--- src/hdl/lse_pkg.sv ---
// ----------------------------------------------------------------------------
// lse_pkg
// Shared types and constants for the LSB hidden-message extractor.
// ----------------------------------------------------------------------------
`default_nettype none

package lse_pkg;

    // Message framing
    localparam int LEN_BYTES = 4;
    localparam int EXT_MAX   = 15;
    localparam int CNT_W     = 32;
    localparam int SEEN_W    = $clog2(LEN_BYTES + 1);
    localparam int EXT_W     = $clog2(EXT_MAX + 1);

    // Extraction phases
    localparam logic [1:0] PH_LEN  = 2'd0;
    localparam logic [1:0] PH_PAY  = 2'd1;
    localparam logic [1:0] PH_EXT  = 2'd2;
    localparam logic [1:0] PH_DONE = 2'd3;

    // Result kinds
    localparam logic [1:0] KIND_LEN = 2'd0;
    localparam logic [1:0] KIND_PAY = 2'd1;
    localparam logic [1:0] KIND_EXT = 2'd2;

    // Configuration register indexes
    localparam logic REG_MODE       = 1'b0;
    localparam logic REG_EXT_FOLLOW = 1'b1;

    // Gathering modes
    localparam logic MODE_LSB1 = 1'b0;
    localparam logic MODE_LSB4 = 1'b1;

    typedef struct packed {
        logic [7:0] carrier_byte;
        logic       first;
    } in_item_t;

    typedef struct packed {
        logic [7:0] data_byte;
        logic [1:0] kind;
        logic       last;
    } out_item_t;

    typedef struct packed {
        logic      valid;
        out_item_t item;
    } step_res_t;

endpackage

`default_nettype wire

--- src/hdl/lse_in_stage.sv ---
// ----------------------------------------------------------------------------
// lse_in_stage
// Input register: holds one carrier word until the core takes it.
// ----------------------------------------------------------------------------
`default_nettype none

module lse_in_stage
    import lse_pkg::*;
(
    input  wire logic     clk,
    input  wire logic     rst_n,
    input  wire logic     in_valid,
    output logic          in_stall,
    input  in_item_t      in_data,
    input  wire logic     advance,
    output logic          s1_valid,
    output in_item_t      s1_item
);

    logic     valid_reg;
    logic     valid_next;
    in_item_t item_reg;

    // Stall only when a held word cannot move on
    assign in_stall   = valid_reg && !advance;
    assign valid_next = in_stall ? valid_reg : in_valid;

    always_ff @(posedge clk or negedge rst_n)
    begin
        if (!rst_n)
        begin
            valid_reg <= 1'b0;
        end
        else
        begin
            valid_reg <= valid_next;
        end
    end

    // Capture payload on accept
    always_ff @(posedge clk)
    begin
        if (in_valid && !in_stall)
        begin
            item_reg <= in_data;
        end
    end

    assign s1_valid = valid_reg;
    assign s1_item  = item_reg;

endmodule

`default_nettype wire

--- src/hdl/lse_core.sv ---
// ----------------------------------------------------------------------------
// lse_core
// Extraction state and per-word step logic: gathers low bits or nibbles into
// hidden bytes and tracks length, payload and extension phases.
// ----------------------------------------------------------------------------
`default_nettype none

module lse_core
    import lse_pkg::*;
(
    input  wire logic     clk,
    input  wire logic     rst_n,
    input  wire logic     cfg_we,
    input  wire logic     cfg_index,
    input  wire logic     cfg_data,
    input  wire logic     s1_valid,
    input  in_item_t      s1_item,
    input  wire logic     advance,
    output step_res_t     res
);

    logic              mode_reg;
    logic              ext_follow_reg;
    logic [1:0]        phase_reg,  phase_next;
    logic [2:0]        bitpos_reg, bitpos_next;
    logic [7:0]        asm_reg,    asm_next;
    logic [SEEN_W-1:0] seen_reg,   seen_next;
    logic [CNT_W-1:0]  rem_reg,    rem_next;
    logic [EXT_W-1:0]  extcnt_reg, extcnt_next;

    logic              fire;
    logic [1:0]        cur_phase;
    logic [2:0]        cur_bitpos;
    logic [7:0]        cur_asm;
    logic [SEEN_W-1:0] cur_seen;
    logic [CNT_W-1:0]  cur_rem;
    logic [EXT_W-1:0]  cur_extcnt;
    logic [7:0]        shifted;
    logic [3:0]        gathered;
    logic [SEEN_W-1:0] seen_inc;
    logic [CNT_W-1:0]  rem_shift;
    logic [CNT_W-1:0]  rem_dec;
    logic [EXT_W-1:0]  ext_inc;

    assign fire = s1_valid && advance;

    // Configuration writes
    always_ff @(posedge clk or negedge rst_n)
    begin
        if (!rst_n)
        begin
            mode_reg       <= MODE_LSB1;
            ext_follow_reg <= 1'b1;
        end
        else if (cfg_we)
        begin
            if (cfg_index == REG_MODE)
            begin
                mode_reg <= cfg_data;
            end
            if (cfg_index == REG_EXT_FOLLOW)
            begin
                ext_follow_reg <= cfg_data;
            end
        end
    end

    // Apply restart on a first-marked word
    always_comb
    begin
        if (s1_item.first)
        begin
            cur_phase  = PH_LEN;
            cur_bitpos = '0;
            cur_asm    = '0;
            cur_seen   = '0;
            cur_rem    = '0;
            cur_extcnt = '0;
        end
        else
        begin
            cur_phase  = phase_reg;
            cur_bitpos = bitpos_reg;
            cur_asm    = asm_reg;
            cur_seen   = seen_reg;
            cur_rem    = rem_reg;
            cur_extcnt = extcnt_reg;
        end
    end

    // Shift in the low bit or low nibble
    always_comb
    begin
        if (mode_reg == MODE_LSB4)
        begin
            shifted  = {cur_asm[3:0], s1_item.carrier_byte[3:0]};
            gathered = {1'b0, cur_bitpos} + 4'd4;
        end
        else
        begin
            shifted  = {cur_asm[6:0], s1_item.carrier_byte[0]};
            gathered = {1'b0, cur_bitpos} + 4'd1;
        end
    end

    assign seen_inc  = cur_seen + SEEN_W'(1);
    assign rem_shift = {cur_rem[CNT_W-9:0], shifted};
    assign rem_dec   = cur_rem - CNT_W'(1);
    assign ext_inc   = cur_extcnt + EXT_W'(1);

    // Step: next state and result
    always_comb
    begin
        phase_next         = cur_phase;
        bitpos_next        = cur_bitpos;
        asm_next           = cur_asm;
        seen_next          = cur_seen;
        rem_next           = cur_rem;
        extcnt_next        = cur_extcnt;
        res.valid          = 1'b0;
        res.item.data_byte = shifted;
        res.item.kind      = KIND_LEN;
        res.item.last      = 1'b0;

        if (cur_phase != PH_DONE)
        begin
            if (!gathered[3])
            begin
                bitpos_next = gathered[2:0];
                asm_next    = shifted;
            end
            else
            begin
                bitpos_next = '0;
                asm_next    = '0;
                res.valid   = s1_valid;
                case (cur_phase)
                    PH_LEN:
                    begin
                        res.item.kind = KIND_LEN;
                        rem_next      = rem_shift;
                        seen_next     = seen_inc;
                        if (seen_inc >= SEEN_W'(LEN_BYTES))
                        begin
                            if (rem_shift != '0)
                            begin
                                phase_next = PH_PAY;
                            end
                            else if (ext_follow_reg)
                            begin
                                phase_next = PH_EXT;
                            end
                            else
                            begin
                                phase_next    = PH_DONE;
                                res.item.last = 1'b1;
                            end
                        end
                    end
                    PH_PAY:
                    begin
                        res.item.kind = KIND_PAY;
                        rem_next      = rem_dec;
                        if (rem_dec == '0)
                        begin
                            if (ext_follow_reg)
                            begin
                                phase_next = PH_EXT;
                            end
                            else
                            begin
                                phase_next    = PH_DONE;
                                res.item.last = 1'b1;
                            end
                        end
                    end
                    default:
                    begin
                        res.item.kind = KIND_EXT;
                        extcnt_next   = ext_inc;
                        if (shifted == 8'h00 || ext_inc >= EXT_W'(EXT_MAX))
                        begin
                            phase_next    = PH_DONE;
                            res.item.last = 1'b1;
                        end
                    end
                endcase
            end
        end
    end

    // Advance state on each consumed word
    always_ff @(posedge clk or negedge rst_n)
    begin
        if (!rst_n)
        begin
            phase_reg  <= PH_LEN;
            bitpos_reg <= '0;
            asm_reg    <= '0;
            seen_reg   <= '0;
            rem_reg    <= '0;
            extcnt_reg <= '0;
        end
        else if (fire)
        begin
            phase_reg  <= phase_next;
            bitpos_reg <= bitpos_next;
            asm_reg    <= asm_next;
            seen_reg   <= seen_next;
            rem_reg    <= rem_next;
            extcnt_reg <= extcnt_next;
        end
    end

    // A final byte leaves the extractor finished
    a_last_done: assert property (@(posedge clk) disable iff (!rst_n)
        fire && res.valid && res.item.last |=> phase_reg == PH_DONE)
        else $error("last byte did not finish the message");

    // Payload phase always has bytes left
    a_pay_nonzero: assert property (@(posedge clk) disable iff (!rst_n)
        phase_reg == PH_PAY |-> rem_reg != '0)
        else $error("payload phase with zero remaining count");

    // Extension count stays below its limit while open
    a_ext_bound: assert property (@(posedge clk) disable iff (!rst_n)
        phase_reg == PH_EXT |-> extcnt_reg < EXT_W'(EXT_MAX))
        else $error("extension count reached limit without finishing");

endmodule

`default_nettype wire

--- src/hdl/lse_out_stage.sv ---
// ----------------------------------------------------------------------------
// lse_out_stage
// Result register: holds one hidden byte until the receiver takes it.
// ----------------------------------------------------------------------------
`default_nettype none

module lse_out_stage
    import lse_pkg::*;
(
    input  wire logic     clk,
    input  wire logic     rst_n,
    input  step_res_t     res,
    output logic          advance,
    output logic          out_valid,
    input  wire logic     out_stall,
    output out_item_t     out_data
);

    logic      valid_reg;
    logic      valid_next;
    out_item_t item_reg;

    // Move on when the register is empty or being drained
    assign advance    = !valid_reg || !out_stall;
    assign valid_next = advance ? res.valid : valid_reg;

    always_ff @(posedge clk or negedge rst_n)
    begin
        if (!rst_n)
        begin
            valid_reg <= 1'b0;
        end
        else
        begin
            valid_reg <= valid_next;
        end
    end

    // Load a new result
    always_ff @(posedge clk)
    begin
        if (advance && res.valid)
        begin
            item_reg <= res.item;
        end
    end

    assign out_valid = valid_reg;
    assign out_data  = item_reg;

endmodule

`default_nettype wire

--- src/hdl/lsb_stego_extractor.sv ---
// ----------------------------------------------------------------------------
// lsb_stego_extractor
// Recovers a message hidden in the low bits of carrier image bytes.
//
// Input channel (in_valid / in_stall / in_data): one carrier byte after the
// image header per word; in_data.first restarts extraction at the length
// field. Output channel (out_valid / out_stall / out_data): one hidden byte
// per word, tagged as length, payload or extension byte, with last set on
// the final byte of the message. Carrier words after the final byte give no
// output until first is seen again.
// Configuration (cfg_we / cfg_index / cfg_data): index 0 selects one low bit
// (0) or the low nibble (1) per carrier byte; index 1 enables the
// null-terminated extension. Write only while the block is idle.
// An accepted word is held in the input register, and the hidden byte it
// completes, if any, lands in the result register for the receiver to take.
// One word is accepted per cycle while in_stall is low; the single step of
// state logic between the input and result registers sets that rate.
// Reset clears all state to the length-field phase, mode to one bit per
// byte and the extension flag to 1. When the receiver stalls, the result
// register holds, then the input register fills and in_stall rises.
// ----------------------------------------------------------------------------
`default_nettype none

module lsb_stego_extractor
    import lse_pkg::*;
(
    input  wire logic     clk,
    input  wire logic     rst_n,
    input  wire logic     cfg_we,
    input  wire logic     cfg_index,
    input  wire logic     cfg_data,
    input  wire logic     in_valid,
    output logic          in_stall,
    input  in_item_t      in_data,
    output logic          out_valid,
    input  wire logic     out_stall,
    output out_item_t     out_data
);

    logic      advance;
    logic      s1_valid;
    in_item_t  s1_item;
    step_res_t res;

    lse_in_stage u_in_stage (
        .clk      (clk),
        .rst_n    (rst_n),
        .in_valid (in_valid),
        .in_stall (in_stall),
        .in_data  (in_data),
        .advance  (advance),
        .s1_valid (s1_valid),
        .s1_item  (s1_item)
    );

    lse_core u_core (
        .clk       (clk),
        .rst_n     (rst_n),
        .cfg_we    (cfg_we),
        .cfg_index (cfg_index),
        .cfg_data  (cfg_data),
        .s1_valid  (s1_valid),
        .s1_item   (s1_item),
        .advance   (advance),
        .res       (res)
    );

    lse_out_stage u_out_stage (
        .clk       (clk),
        .rst_n     (rst_n),
        .res       (res),
        .advance   (advance),
        .out_valid (out_valid),
        .out_stall (out_stall),
        .out_data  (out_data)
    );

endmodule

`default_nettype wire
--- config.mk ---
export PLATFORM = sky130hd
export DESIGN_NAME = lsb_stego_extractor
export DESIGN_NICKNAME = d
export VERILOG_FILES = /design/src/hdl/lse_pkg.sv /design/src/hdl/lse_in_stage.sv /design/src/hdl/lse_core.sv /design/src/hdl/lse_out_stage.sv /design/src/hdl/lsb_stego_extractor.sv
export SDC_FILE = /design/constraint.sdc
export NUM_CORES = 1
export LEC_CHECK = 0
export ABC_AREA = 1
export ABC_CLOCK_PERIOD_IN_PS = 3000
export BUFFER_PORTS_ARGS = -buffer_cell sky130_fd_sc_hd__buf_2
export CORE_MARGIN = 3
export CORE_UTILIZATION = 30
export DETAILED_ROUTE_END_ITERATION = 6
export HOLD_SLACK_MARGIN = 0.1
export PLACE_DENSITY = 0.52
export SETUP_SLACK_MARGIN = 0.5
export SYNTH_ARGS = -nofsm -noshare
export SYNTH_HDL_FRONTEND = slang
export SYNTH_SLANG_ARGS = --single-unit
--- constraint.sdc ---
create_clock -name clk -period 3 [get_ports clk]
set_clock_uncertainty 0.15 [all_clocks]
set_input_delay 0.3 -clock clk [delete_from_list [all_inputs] [get_ports clk]]
set_output_delay 0.3 -clock clk [all_outputs]
set_load 0.02 [all_outputs]
==> impl_metrics.json, run 1 <==
{
  "critPathKind": "flip-flop to flip-flop",
  "drt_iter0_drc": 419,
  "regArea_um2": 1858,
  "firstDrtPassIters": 5,
  "area_growth_syn_to_layout_pct": 27.22,
  "r2r_setup_slack_ns": 0.39,
  "synth-seq-area-share_pct": 36.22,
  "antenna_found_initial": 0,
  "clock_sinks": 71,
  "required_ns": 3.07,
  "ys_async_sr_fraction_pct": 77.46,
  "rows": 47,
  "setup_violations": 0,
  "grt_max_degree": 37,
  "synthFlopType": "dfrtp_1",
  "reg2reg_to": "u_out_stage.out_data[0]",
  "wirelength_um": 17190,
  "vias": 5404,
  "grt_pass1_vias": 5257,
  "syn_area_per_cell_um2": 6.840,
  "yosysTopAreaCellShare_pct": 26.34,
  "netlist_area_um2": 5130,
  "yosys_register_bits": 71,
  "grt-ovfl-total": 0,
  "die_h_um": 136.8,
  "clockRootBuffer": "clkbuf_16",
  "cp_common_cell": "nand2_1",
  "synthTopCellsByArea": "dfrtp_1 26%, nand2_1 16%, edfxtp_1 9.4%",
  "worst-path-max-fanout": 15,
  "yosysWarnings": 0,
  "hold_viol_final": 0,
  "start_util_pct": 30.82,
  "drt-vias-per-instance": 5.166,
  "slowest_stage": "edfxtp_1",
  "fin_crit_ns": 2.611,
  "start_kind": "flip-flop",
  "dp_hpwl_um": 12330,
  "crit_path_max_incr_delay_ns": 0.43,
  "htree_levels": 3,
  "largest_register_ff_count": 32,
  "cap_violations": 0,
  "cp-end-kind": "flip-flop",
  "rsz0062_at_grt": "true",
  "gp_congestion": 0.9208,
  "die_w_um": 136.8,
  "drc": 0,
  "fin_setup_tns_ns": 0,
  "slew_viol_final": 0,
  "numCtsBuffers": 9,
  "track_usage_pct": 19.17,
  "ff2ff_path_depth": 17,
  "grt_pass1_wl_um": 27890,
  "crit_chain": "inv_4, bufbuf_16, o21ai_2, nand2_1, inv_2, buf_12, nand2_4, nand2_1, nand2_1, nand2_1, nor2_1, nand3_2, nor2_4, nand3_2, a21oi_2, o21ai_1, inv_1",
  "io_pins": 29,
  "post_drt_wl_per_cell_um": 16.43,
  "final_area_um2": 6526,
  "clk_pin_slew_ns": 0.07,
  "multi_input_area_um2": 3052,
  "slew_headroom_pct": 60.80,
  "dp.cells": 1001,
  "insertion_delay_ns": 0.36,
  "powerDensity_nw_per_um2": 789.1,
  "post-route-period-util_pct": 87.02,
  "total_power_uw": 5150,
  "place_area_um2": 5655,
  "antenna_left": 0,
  "fmax_mhz": 383.0,
  "nNetsFinal": 844,
  "synth_nets": 773,
  "ys_top_cells_by_count": "223 x nand2_1, 89 x nor2_1, 66 x inv_1, 54 x dfrtp_1, 54 x o21ai_0",
  "cts_tree": "done",
  "syn_inst": 750,
  "antenna_cells": 0,
  "io_buffers": 24,
  "die_area_um2": 18700,
  "reg2reg_from": "u_in_stage.s1_item[0]",
  "synth_edf_count": 16,
  "hold_path_class": "primary input to async pin",
  "ir_drop_mv": 0.3723,
  "drive_gt1_share_pct": 21.67,
  "yosysMostFrequentCell": "nand2_1",
  "yosys.area.top_type": "dfrtp_1",
  "fill_cells": 1732,
  "critPathArrivalTime_ns": 2.69,
  "core_um2": 16640,
  "tightest_slew_ns": 0.5866,
  "p_leak_uw": 0.003189,
  "status": "completed",
  "cts_max_path_buffers": 2,
  "yosysUniqueCellTypes": 41,
  "layoutNonFillerInstCount": 1046
}
-- timing repair --
action / 4_1_cts / 5_1_grt
pin swaps: 17 / 12
setup endpoints to repair: 6 / 44
gates resized for setup: 42 / 38
buffers inserted: 9 / 6
endpoints found under the hold margin: 30 / 0
hold buffers: 12 / 0
cloned: 2 / 0
-- layout by cell type (no fill, tap or decap), types with 5 or more instances in the layout --
cell type	synthesis	layout
clkbuf_16	0	9
inv_2	7	8
nor2_4	2	14
dfrtp_1	54	54
o21ai_1	17	17
nand3_1	43	40
xor2_1	7	6
o221ai_1	5	5
inv_1	66	63
ha_1	7	6
a22oi_1	6	6
edfxtp_1	16	16
o22ai_1	14	14
nor2_1	89	68
nor2_2	9	18
buf_2	6	24
a221oi_1	14	14
nand2_4	5	9
nand4_1	6	6
nand2_1	223	211
buf_12	0	5
dlygate4sd3_1	0	12
nand2_2	8	15
a211oi_1	6	6
o21ai_2	4	11
o21ai_0	54	47
a21oi_1	35	34
buf_4	0	45
-- critical path, delay by kind of cell, from the launching register on --
family	cells	cell delay (ns)
AND/OR/NAND/NOR	9	0.90
buffers and inverters	5	0.71
AO/OA/AOI/OAI	3	0.28
flip-flops	1	0.43
-- layer usage --
| metal | wire (um) | vias up | track usage [%] |
|---|---|---|---|
| li1 | - | 2659 | - |
| met1 | 7952 | 2528 | 25.63 |
| met2 | 8025 | 190 | 31.82 |
| met3 | 889 | 27 | 3.750 |
| met4 | 323 | 0 | 4.871 |
| met5 | 0 | - | 0 |
-- stage by stage --
step | utilization (%) | hold WS, ns | setup slack [ns]
after floorplan | - | -0.1456 | 0.5256
after global placement | 33.98 | 0.1839 | 0.3185
after detailed placement | 33.98 | 0.1856 | 0.3021
after CTS | 38.25 | 0.3351 | 0.4113
after global routing | 39.22 | 0.3491 | 0.2393
final | 39.22 | 0.3160 | 0.3893
-- cell families (layout without fill, tap and decap cells) --
| family | after synthesis | count (layout) | share of synthesized area (%) |
|---|---|---|---|
| xor gates and xnor gates | 8 | 8 | 1.366 |
| and+or+nand+nor | 390 | 390 | 31.95 |
| adders and majority gates | 7 | 7 | 1.707 |
| buffers and inverters | 106 | 182 | 9.146 |
| DFF | 71 | 71 | 36.22 |
| AOI/OAI and AO/OA | 168 | 168 | 19.61 |
-- cell type report --
class | count | area share, %
Timing Repair Buffer | 89 | 11.56
Tap cell | 220 | 4.218
Clock inverter | 7 | 0.9778
Sequential cell | 71 | 28.47
Inverter | 77 | 4.563
Multi-Input combinational cell | 573 | 46.76
Clock buffer | 9 | 3.451
-- worst max-delay path by stage --
stage                                     start                 endpoint  slack [ns]
final                     u_in_stage.s1_item[0]  u_out_stage.out_data[0]        0.39
after global routing      u_in_stage.s1_item[0]      u_core.phase_reg[0]        0.24
after CTS                 u_in_stage.s1_item[0]  u_out_stage.out_data[0]        0.41
after detailed placement  u_in_stage.s1_item[0]  u_out_stage.out_data[0]        0.30
after global placement    u_in_stage.s1_item[0]  u_out_stage.out_data[0]        0.32
after floorplan           u_in_stage.s1_item[0]  u_out_stage.out_data[0]        0.53
-- report_power, final --
group	internal (uW)	total, uW	switching [uW]
registers	1210	1450	239
clock network	581	1080	502
logic	945	2610	1670
Power figures use the tool's default switching activity.
==> inputs of run 2 (changes only) <==
- ABC_CLOCK_PERIOD_IN_PS: 3000 -> 2300
- BUFFER_PORTS_ARGS: -buffer_cell sky130_fd_sc_hd__buf_2 -> -buffer_cell sky130_fd_sc_hd__buf_4
- CELL_PAD_IN_SITES_DETAIL_PLACEMENT: unset -> 1
- CELL_PAD_IN_SITES_GLOBAL_PLACEMENT: unset -> 1
- PLACE_DENSITY: 0.52 -> 0.67
- clock period: 3 -> 2.3 ns (I/O delays scaled with it)
==> run 2 against run 1 <==
The flow now finishes with violations (setup timing). First-iteration DRC count decreased by 19%. Global-route usage is 5.5 points higher. Critical path type unchanged. Non-clock buffer count up 131. Combinational power up 100%. Critical endpoint unchanged. Critical path depth shrank 1. Final area rose by 25%. Largest power group unchanged. Clock power grew 38%. Clock-buffer cell count grew 1. Sequential power rose by 30%. Sequential share of layout area is 5.8 points lower. Final cell count grew 13%. Die area is the same.
==> impl_metrics.json, run 2 (synthesis gave the netlist of run 1 again) <==
{
  "critPathLaunch": "u_in_stage.s1_item[0]",
  "drt_iter0_drc": 339,
  "post_drt_wl_per_cell_um": 20.01,
  "die_w_um": 136.8,
  "cap_violations": 0,
  "io_buffers": 24,
  "cts_tree": "done",
  "track_usage_pct": 24.69,
  "grt_max_degree": 56,
  "fmax_mhz": 370.4,
  "area_growth_syn_to_layout_pct": 59.54,
  "slew_viol_final": 0,
  "rows": 47,
  "tightest_slew_ns": 0.7824,
  "clk_pin_slew_ns": 0.06,
  "largest_register_ff_count": 32,
  "antenna_left": 0,
  "dp.cells": 1133,
  "path_buf_inv": 4,
  "post-route-period-util_pct": 117.4,
  "setup_violations": 11,
  "hp-start": "out_stall",
  "crit_family": "simple AND/OR/NAND/NOR gates",
  "antenna_cells": 0,
  "slowest_stage": "edfxtp_1",
  "fin_util_pct": 49.18,
  "required_ns": 2.38,
  "seq_power_share_pct": 21.7,
  "fin_crit_ns": 2.700,
  "grt_pass1_vias": 6686,
  "die_h_um": 136.8,
  "drive_gt1_share_pct": 43.05,
  "vias": 6267,
  "rsz0062_at_grt": "true",
  "layout_common_cells": "186 x buf_4, 174 x nand2_1, 61 x inv_1",
  "start_util_pct": 30.82,
  "drc": 0,
  "switchingPower_uw": 3983,
  "ir_drop_mv": 0.5734,
  "die_area_um2": 18700,
  "reg2reg_from": "u_in_stage.s1_item[0]",
  "drt-vias-per-instance": 5.325,
  "clockRootBuffer": "clkbuf_16",
  "slew_headroom_pct": 47.84,
  "crit_path_max_incr_delay_ns": 0.39,
  "fin_setup_tns_ns": -1.668,
  "dp_hpwl_um": 16440,
  "wirelength_um": 23550,
  "p_leak_uw": 0.003944,
  "setup_slack_ns": -0.3997,
  "grt-ovfl-total": 0,
  "violations": "setup timing",
  "hold_path_class": "primary input to flip-flop",
  "pwr-share-clk_pct": 17.1,
  "core_um2": 16640,
  "p_int_uw": 4726,
  "numCtsBuffers": 9,
  "critPathKind": "flip-flop to flip-flop",
  "nNetsFinal": 975,
  "start_kind": "flip-flop",
  "critPathArrivalTime_ns": 2.78,
  "status": "finished, violations left",
  "total_power_uw": 8709,
  "layoutNonFillerInstCount": 1177,
  "firstDrtPassIters": 4,
  "grt_pass1_wl_um": 35670,
  "pre_cts_slack_ns": -0.5198,
  "cts_max_path_buffers": 2,
  "antenna_found_initial": 0,
  "combPwrFrac_pct": 61.2,
  "final_common_cell": "buf_4",
  "insertion_delay_ns": 0.35,
  "powerDensity_nw_per_um2": 1064,
  "worst-path-max-fanout": 7,
  "cp-end-kind": "flip-flop",
  "hold_viol_final": 0,
  "fill_cells": 2022,
  "io_pins": 29,
  "htree_levels": 3,
  "gp_congestion": 0.9924,
  "swShare_pct": 45.73,
  "crit_chain": "inv_2, bufbuf_16, o21ai_4, nand2_4, nor2_4, buf_6, nand4_1, nand2_2, nand2_1, nor2_2, nand2_2, nor2_4, nand3_2, a21oi_2, o21ai_2, inv_1",
  "clock_sinks": 71
}
-- run 2: worst register-to-register path, delay by kind of cell (launching register included) --
| family | cells | cell delay, ns |
|---|---|---|
| DFF | 1 | 0.39 |
| and+or+nand+nor | 9 | 1.13 |
| buffers and inverters | 4 | 0.62 |
| AOI/OAI and AO/OA | 3 | 0.31 |
-- run 2: area by class of cell --
| type | instances | area (um2) | share of cell area (%) |
|---|---|---|---|
| clock buffer | 10 | 239.0 | 2.920 |
| sequential | 71 | 1858 | 22.70 |
| inverter | 77 | 297.8 | 3.639 |
| multi-input combinational | 573 | 3565 | 43.56 |
| timing repair buffer | 220 | 1882 | 22.99 |
| clock inverter | 6 | 67.56 | 0.8256 |
| tap | 220 | 275.3 | 3.363 |
-- run 2: path summary, 6_finish.rpt --
check | end | slack [ns] | cells after the start
min | u_in_stage.s1_valid | 0.16 | 5
min reg2reg | u_core.asm_reg[0] | 0.33 | 2
min in group asynchronous | u_core.rem_reg[10] | 0.34 | 2
max | u_out_stage.out_data[0] | -0.40 | 16
max in group asynchronous | u_core.seen_reg[2] | 1.12 | 2
max reg2reg | u_out_stage.out_data[0] | -0.40 | 16
-- run 2: stage by stage --
stage | hold slack, ns | area (um2)
after floorplan | -0.2156 | 5375
after global placement | 0.2086 | 7008
after detailed placement | 0.2326 | 7008
after CTS | 0.1596 | 7823
after global routing | 0.2160 | 8184
final | 0.1557 | 8184
-- run 2: repair_timing --
| item | CTS | global route |
|---|---|---|
| hold buffers | 12 | 0 |
| endpoints found under the hold margin | 63 | 0 |
| buffers inserted | 8 | 7 |
| pin swaps | 39 | 47 |
| setup endpoints to repair | 66 | 69 |
| gates cloned | 1 | 0 |
| resized for setup | 83 | 90 |
-- run 2: metal layers --
metal | vias to the layer above | share of wire [%] | track usage, %
li1 | 2903 | - | -
met1 | 3164 | 41 | 29.82
met2 | 151 | 53 | 44.58
met3 | 49 | 3.7 | 4.375
met4 | 0 | 2.4 | 7.391
met5 | - | 0 | 0
-- run 2: power groups by stage --
stage | combinational, uW | sequential (uW) | clock, uW
global route | 5690 | 1920 | 1590
floorplan | 2190 | 1820 | 0
finish | 5330 | 1890 | 1490
global placement | 4080 | 1820 | 0
detailed placement | 4210 | 1840 | 0
CTS | 4720 | 1850 | 1530
